## src/rtl/hmt_pkg.sv

```systemverilog
// ----------------------------------------------------------------------------
// hmt_pkg
// Shared widths, record kinds and the triangle job type for the heightmap
// mesh triangulator.
// ----------------------------------------------------------------------------
package hmt_pkg;

  localparam int DEF_MAX_WIDTH  = 1024;
  localparam int DEF_MAX_HEIGHT = 1024;

  localparam int HW  = 24;  // height sample width
  localparam int CW  = 40;  // output coordinate width
  localparam int TW  = 22;  // triangle count width
  localparam int PW  = 13;  // grid position width (up to 4096 plus one)
  localparam int SZW = 11;  // size register width

  localparam logic signed [HW-1:0] DROP_LIMIT = -24'sd12800;

  localparam logic [1:0] KIND_NORMAL = 2'd0;
  localparam logic [1:0] KIND_VERTEX = 2'd1;
  localparam logic [1:0] KIND_COUNT  = 2'd2;

  localparam logic [0:0] REG_WIDTH  = 1'b0;
  localparam logic [0:0] REG_HEIGHT = 1'b1;

  // one vertex: grid column, grid row, height
  typedef struct packed {
    logic signed [PW:0]   x;
    logic signed [PW:0]   y;
    logic signed [HW-1:0] z;
  } vtx_t;

  // one job handed from front to back: a triangle or the count record
  typedef struct packed {
    logic          is_count;
    logic [TW-1:0] count;
    vtx_t          a;
    vtx_t          b;
    vtx_t          c;
    logic          last;
  } job_t;

endpackage

```

## src/rtl/hmt_queue.sv

```systemverilog
// ----------------------------------------------------------------------------
// hmt_queue
// Short job queue between the front and back parts.
// ----------------------------------------------------------------------------
module hmt_queue import hmt_pkg::*; #(
  parameter int DEPTH = 4
) (
  input  logic clk,
  input  logic rst,
  input  logic wr_valid,
  output logic wr_ready,
  input  job_t wr_data,
  output logic rd_valid,
  input  logic rd_ready,
  output job_t rd_data
);

  localparam int AW = $clog2(DEPTH);

  job_t          mem [DEPTH];
  logic [AW-1:0] wp, rp;
  logic [AW:0]   cnt;

  assign wr_ready = cnt != (AW+1)'(DEPTH);
  assign rd_valid = cnt != '0;
  assign rd_data  = mem[rp];

  logic wr, rd;
  assign wr = wr_valid && wr_ready;
  assign rd = rd_valid && rd_ready;

  // storage
  always_ff @(posedge clk) begin
    if (wr) mem[wp] <= wr_data;
  end

  // pointers
  always_ff @(posedge clk) begin
    if (rst) begin
      wp  <= '0;
      rp  <= '0;
      cnt <= '0;
    end else begin
      if (wr) wp <= (wp == AW'(DEPTH - 1)) ? '0 : wp + AW'(1);
      if (rd) rp <= (rp == AW'(DEPTH - 1)) ? '0 : rp + AW'(1);
      cnt <= cnt + (AW+1)'(wr) - (AW+1)'(rd);
    end
  end

  a_no_over: assert property (@(posedge clk) disable iff (rst)
    cnt <= (AW+1)'(DEPTH))
    else $error("queue overflow");
  a_cnt_track: assert property (@(posedge clk) disable iff (rst)
    (wr && !rd) |=> cnt == $past(cnt) + (AW+1)'(1))
    else $error("queue count slip");
  a_empty_hold: assert property (@(posedge clk) disable iff (rst)
    (cnt == '0 && !wr) |=> cnt == '0)
    else $error("queue count moved while idle");

endmodule

```

## config.mk

```make
export PLATFORM = sky130hd
export DESIGN_NAME = hmt_queue
export DESIGN_NICKNAME = d
export VERILOG_FILES = /design/src/rtl/hmt_pkg.sv /design/src/rtl/hmt_queue.sv
export SDC_FILE = /design/constraint.sdc
export NUM_CORES = 1
export LEC_CHECK = 0
export BUFFER_PORTS_ARGS = -buffer_cell sky130_fd_sc_hd__buf_2
export CAP_MARGIN = 20
export CORE_MARGIN = 1
export CORE_UTILIZATION = 35
export DETAILED_ROUTE_END_ITERATION = 8
export PLACE_DENSITY = 0.64
export SYNTH_ARGS = -nofsm -noshare
export SYNTH_HDL_FRONTEND = slang
export SYNTH_SLANG_ARGS = --single-unit
```

## constraint.sdc

```tcl
create_clock -name clk -period 6.45 [get_ports clk]
set_input_delay 0.9675 -clock clk [delete_from_list [all_inputs] [get_ports clk]]
set_output_delay 0.9675 -clock clk [all_outputs]
set_load 0.01 [all_outputs]
```

==> impl_metrics.py, run 1 <==
metrics = {
    "grt": {
        "grt_pass1_vias": 12800,
        "grt_use_total_pct": 13.7,
        "grt_first_pass_wirelength_um": 79200,
        "grt_overflow": 0,
        "antenna_found_initial": 11,
        "grt_max_degree": 102,
    },
    "pwr": {
        "comb_power_share_pct": 19.7,
        "power_leakage_nw": 10.5,
        "seqPwrFrac_pct": 46.6,
        "pwr-share-clk_pct": 33.7,
        "power_switching_share_pct": 25.5,
        "p_switching_mw": 3.29,
        "p_int_mw": 9.60,
        "power_density_mw_per_mm2": 404,
        "peakVddDrop_mv": 0.284,
    },
    "clock_tree": {
        "holdBufCountCts": 0,
        "cts.root.buffer_cell": "clkbuf_16",
        "cts_sinks": 729,
        "cts_buffers": 75,
        "ctsLongestPathBuffers": 3,
        "ctsResizeCount": 0,
        "clkTransAtPathRegs_ps": 60,
        "cts.htree.levels": 3,
        "post-cts-setup-buffers": 0,
        "clock_latency_ps": 610,
        "cts_tree": "built",
    },
    "routing": {
        "wl_um": 52400,
        "vias": 11800,
        "firstDrtPassIters": 4,
        "drt-vias-per-instance": 4.86,
        "drcViolationCount": 0,
        "drt_iter0_drc": 735,
        "detail-route-antenna-nets": 0,
        "wl_per_cell_um": 21.6,
    },
    "timing": {
        "min_period_over_period_pct": 61.5,
        "finalSetupViolations": 0,
        "worstMarginPinSlew_ps": 1030,
        "hold_viol": 0,
        "fmax_mhz": 252,
        "hold_ws_ps": 499,
        "grt_setup_unrepaired": "false",
        "slew_violations": 0,
        "slew_headroom_pct": 31.2,
        "min_period_ps": 3970,
        "fin_worst_skew_ps": 33.3,
        "final.setup.tns_ps": 0,
    },
    "placed_design": {
        "place.gp.congestion": 0.725,
        "numPortBuffers": 365,
        "hpwl_um": 30000,
    },
    "critical_path": {
        "reg2reg_depth": 3,
        "worst-path-buf-inv": 2,
        "cp-start-kind": "flop",
        "timing.rr.start": "cnt[1]",
        "r2r_end": "mem[1][61]",
        "path_class": "reg -> out",
        "critPathMaxStageDelay_ps": 970,
        "cp_top_family": "flip-flops",
        "path_cells": "buf_12 -> mux4_2 -> buf_2",
        "rrSetupSlack_ps": 3720,
        "cp_max_fo": 65,
        "end_kind": "output pin",
        "cp.arrival_ps": 3000,
        "slowest_stage": "dfxtp_4",
        "cp.required_ps": 5480,
    },
    "floorplan": {
        "io_pins": 366,
        "die_y_um": 277,
        "initial_utilization_pct": 35.4,
        "die_x_um": 277,
        "coreArea_mm2": 0.0746,
        "dieArea_mm2": 0.0766,
        "placementRows": 100,
    },
    "worst_hold_path": {
        "min_from": "rp[0]",
        "hp-class": "reg -> reg",
        "min_path_cells": 2,
    },
    "yosys": {
        "yosys-top-cells-count": "edfxtp_1 (720), mux4_2 (180), buf_2 (21)",
        "yosysWarnings": 0,
        "synth_seq_cells": 729,
        "syn_nets": 1181,
        "synthTopCellsByArea": "edfxtp_1 (82%), mux4_2 (15%), dfxtp_1 (0.68%)",
        "synth_top_area_cell": "edfxtp_1",
        "ys.flop_type": "edfxtp_1",
        "synth-simple-area-share_pct": 0.384,
        "synth-xor-area-share_pct": 0.0332,
        "ys_async_sr_fraction_pct": 0,
        "yosysSeqAreaShare_pct": 82.6,
        "synth_edf_count": 720,
        "synth_cells": 989,
        "synth_top_area_share_pct": 81.9,
        "synthMuxAreaShare_pct": 15.4,
        "synth.most_common_cell": "edfxtp_1",
        "synth_compound_area_share_pct": 0.114,
        "syn-cell-area_mm2": 0.0264,
        "synthAdderAreaFrac_pct": 0.407,
        "avgSynthCellArea_um2": 26.7,
        "synth_cell_types": 25,
        "synth_top_family_by_area": "multiplexers",
    },
    "layout": {
        "fin_nets": 1594,
        "finish.utilization_pct": 42.8,
        "drive_above_1_share_pct": 46.5,
        "fill_cells": 6391,
        "area_delta_synth_final_pct": 20.9,
    },
    "run_status": {
        "status": "completed",
    },
    "job": {
        "maxCapViolations": 0,
    },
}
==> cell families after synthesis <==
kind of cell             after synthesis
multiplexers                         182
AO/OA/AOI/OAI                          4
AND/OR/NAND/NOR                       18
buffers and inverters                 47
flip-flops                           729
adder cells (fa/ha/maj)                8
XOR/XNOR                               1
==> tightest hold or removal path, cell delays in order (launching register included) <==
cell and delay, ps:
dfxtp_1 330, nand2_1 60, a21oi_1 70
==> area by class of cell <==
class | count | area, um^2 | area share (%)
Antenna cell | 1 | 2.50 | 0.00784
Clock buffer | 90 | 2030 | 6.35
Clock inverter | 45 | 492 | 1.54
Inverter | 5 | 18.8 | 0.0588
Multi-Input combinational cell | 213 | 4340 | 13.6
Sequential cell | 729 | 21800 | 68.3
Tap cell | 969 | 1210 | 3.80
Timing Repair Buffer | 378 | 2010 | 6.30
==> power by group through the flow <==
stage                     clock network, mW  logic, mW  registers, mW
after floorplan                           0       1.68           6.08
after CTS                              4.48       2.62           6.02
after detailed placement                  0       2.61           6.12
after global routing                   4.66       2.74           6.06
after global placement                    0       2.59           6.08
final                                  4.35       2.54           6.01
==> worst max-delay path by stage <==
stage	startpoint	cells after the start	endpoint	slack (ps)
final	flop	3	rd_data[102]	2480
after floorplan	wr_valid	1	mem[0][0]	770
after CTS	flop	3	rd_data[101]	2330
after global placement	flop	3	rd_data[101]	3030
after detailed placement	flop	3	rd_data[101]	3010
after global routing	flop	3	rd_data[102]	2190
==> sequential cells by signal (all words and copies together) (netlist names), named ones only <==
name  count
rp        2
mem     720
cnt       3
wp        2
==> stage by stage <==
step	setup WS, ps	power (mW)	instance area (um^2)	std cells
2_1_floorplan	770	7.76	26400	989
3_3_place_gp	3030	8.67	29400	2294
3_5_place_dp	3010	8.73	29400	2294
4_1_cts	2330	13.1	31900	2429
5_1_grt	2190	13.5	31900	2430
6_report	2480	12.9	31900	2430
==> cell usage in the layout, fill, tap and decap left out, types with 2 or more instances in the layout <==
cell type     n
buf_2       365
nand2b_1      2
nor2_1        3
inv_1         5
buf_4         6
dfxtp_1       7
and3_4        4
edfxtp_1    720
clkinv_4      2
ha_1          7
clkinv_1     12
mux2i_1       2
buf_12        7
clkinv_8      3
clkbuf_8      3
inv_6         2
mux4_2      180
bufinv_16     9
nand2_1       2
dfxtp_4       2
clkinv_2     14
clkbuf_1      9
clkinvlp_4    3
or3_1         3
clkbuf_16    78
==> per-layer routing <==
metal	routed length, um	GRT usage, %	up-vias
li1	-	-	5140
met1	21600	17.6	6191
met2	25400	22.1	348
met3	3930	4.51	107
met4	1380	4.57	18
met5	96	0	-
Note: power is estimated with default switching activity, not from simulation.
==> run 2, diff against run 1 <==
- clock period: 6.45 -> 4 ns (I/O delays scaled with it)
==> impl_metrics.py, run 2 (same netlist as run 1, synthesis figures left out) <==
metrics = {
    "timing": {
        "min_period_ps": 3200,
        "worstMarginPinSlew_ps": 869,
        "fmax_mhz": 313,
        "slew_headroom_pct": 42.1,
        "fin_worst_skew_ps": 18.1,
        "finalSetupViolations": 0,
        "slew_violations": 0,
        "setup_slack_ps": 801,
        "grt_setup_unrepaired": "false",
        "final.setup.tns_ps": 0,
        "hold_viol": 0,
        "min_period_over_period_pct": 80.0,
    },
    "grt": {
        "antenna_found_initial": 11,
        "grt_first_pass_wirelength_um": 79000,
        "grt_max_degree": 84,
        "grt_use_total_pct": 13.7,
        "grt_overflow": 0,
        "grt_pass1_vias": 12900,
    },
    "layout": {
        "area_delta_synth_final_pct": 21.8,
        "final_cell_mix": "edfxtp_1 (720), buf_2 (365), mux4_2 (180), clkbuf_16 (79), buf_12 (17)",
        "fill_cells": 6366,
        "fin_area_mm2": 0.0322,
        "largest_register_ffs": 720,
        "multi_input_area_mm2": 0.00434,
        "final_common_cell": "edfxtp_1",
        "fin_nets": 1609,
        "drive_above_1_share_pct": 46.7,
        "regMostFlops": "mem",
        "reg_top3": "mem x720, cnt x3",
        "seq_area_mm2": 0.0218,
    },
    "clock_tree": {
        "cts_tree": "built",
        "cts_sinks": 729,
        "clock_latency_ps": 590,
        "post-cts-setup-buffers": 0,
        "cts_buffers": 77,
        "holdBufCountCts": 0,
        "ctsLongestPathBuffers": 3,
        "cts.htree.levels": 3,
        "clkTransAtPathRegs_ps": 60,
        "ctsResizeCount": 0,
        "cts.root.buffer_cell": "clkbuf_16",
    },
    "run_status": {
        "status": "completed",
    },
    "routing": {
        "firstDrtPassIters": 6,
        "detail-route-antenna-nets": 0,
        "vias": 11800,
        "drt-vias-per-instance": 4.82,
        "drcViolationCount": 0,
        "wl_um": 52200,
        "wl_per_cell_um": 21.3,
        "drt_iter0_drc": 831,
    },
    "placed_design": {
        "numPortBuffers": 365,
        "place.gp.congestion": 0.737,
        "hpwl_um": 32200,
        "place_area_mm2": 0.0296,
        "dp_slack_ps": 1380,
    },
    "pwr": {
        "total_power_mw": 20.9,
        "p_int_mw": 15.6,
        "power_density_mw_per_mm2": 651,
        "power_switching_share_pct": 25.4,
        "pwr-share-clk_pct": 33.9,
        "peakVddDrop_mv": 0.516,
        "seqPwrFrac_pct": 45.7,
        "comb_power_share_pct": 20.4,
        "p_switching_mw": 5.32,
        "power_leakage_nw": 10.6,
    },
    "critical_path": {
        "r2r_end": "cnt[2]",
        "rrSetupSlack_ps": 1440,
        "cp.arrival_ps": 2600,
        "cp_max_fo": 68,
        "timing.rr.start": "cnt[1]",
        "reg2reg_depth": 10,
        "cp-start-kind": "flop",
        "end_kind": "output pin",
        "path_class": "reg -> out",
        "cp.required_ps": 3400,
    },
    "floorplan": {
        "coreArea_mm2": 0.0746,
        "dieArea_mm2": 0.0766,
        "placementRows": 100,
        "initial_utilization_pct": 35.4,
        "die_x_um": 277,
        "io_pins": 366,
        "die_y_um": 277,
    },
    "worst_hold_path": {
        "hp-class": "in -> reg",
        "min_path_cells": 1,
        "min_from": "wr_data[93]",
        "min_to": "mem[1][93]",
    },
    "job": {
        "maxCapViolations": 0,
    },
}
## run 2: changes by cell type in the layout (fill, tap and decap cells not counted), sizes merged
cell	change
buf	+13
clkinvlp	-2
clkinv	-3
inv	+2
clkbuf	+8
diode	+2
## run 2: how the worst max path moves through the flow
stage	slack (ps)	end	cells after the start
6_report	800	rd_data[95]	3
5_1_grt	610	rd_data[95]	3
4_1_cts	710	rd_data[95]	3
3_5_place_dp	1380	rd_data[95]	3
3_3_place_gp	1390	rd_data[95]	3
2_1_floorplan	530	mem[0][0]	3
## run 2: per-stage QoR
step                std cells  util, %  hold slack (ps)
floorplan                 989        -              463
global placement         2307     39.7              470
detailed placement       2307     39.7              488
CTS                      2447     43.1              149
global route             2447     43.1              166
finish                   2450     43.1              208
## run 2: power by group through the flow
stage	Combinational (mW)	Sequential, mW	Clock [mW]
2_1_floorplan	2.71	9.70	0
3_3_place_gp	4.36	9.69	0
3_5_place_dp	4.37	9.75	0
4_1_cts	4.39	9.59	7.29
5_1_grt	4.61	9.66	7.54
6_report	4.27	9.58	7.09
## run 2: final cells by class
class                   count  area share (%)
diodes                      3          0.0233
multi-input cells         213            13.5
clock buffers              98            6.49
clock inverters            42            1.44
well taps                 969            3.77
inverters                   5          0.0583
flip-flops and latches    729            67.8
repair buffers            391            6.95
## run 2: worst max-delay path, stage by stage, from the launching register on
cell and delay, ps:
dfxtp_4 610, buf_12 430, mux4_2 600, buf_2 160
## run 2: per-layer routing
layer | GRT usage (%) | wire (um) | part of all wire, %
met5 | 0 | 103 | 0.20
met4 | 4.03 | 898 | 1.7
met3 | 4.63 | 4260 | 8.2
met2 | 22.3 | 25500 | 49
met1 | 17.3 | 21400 | 41
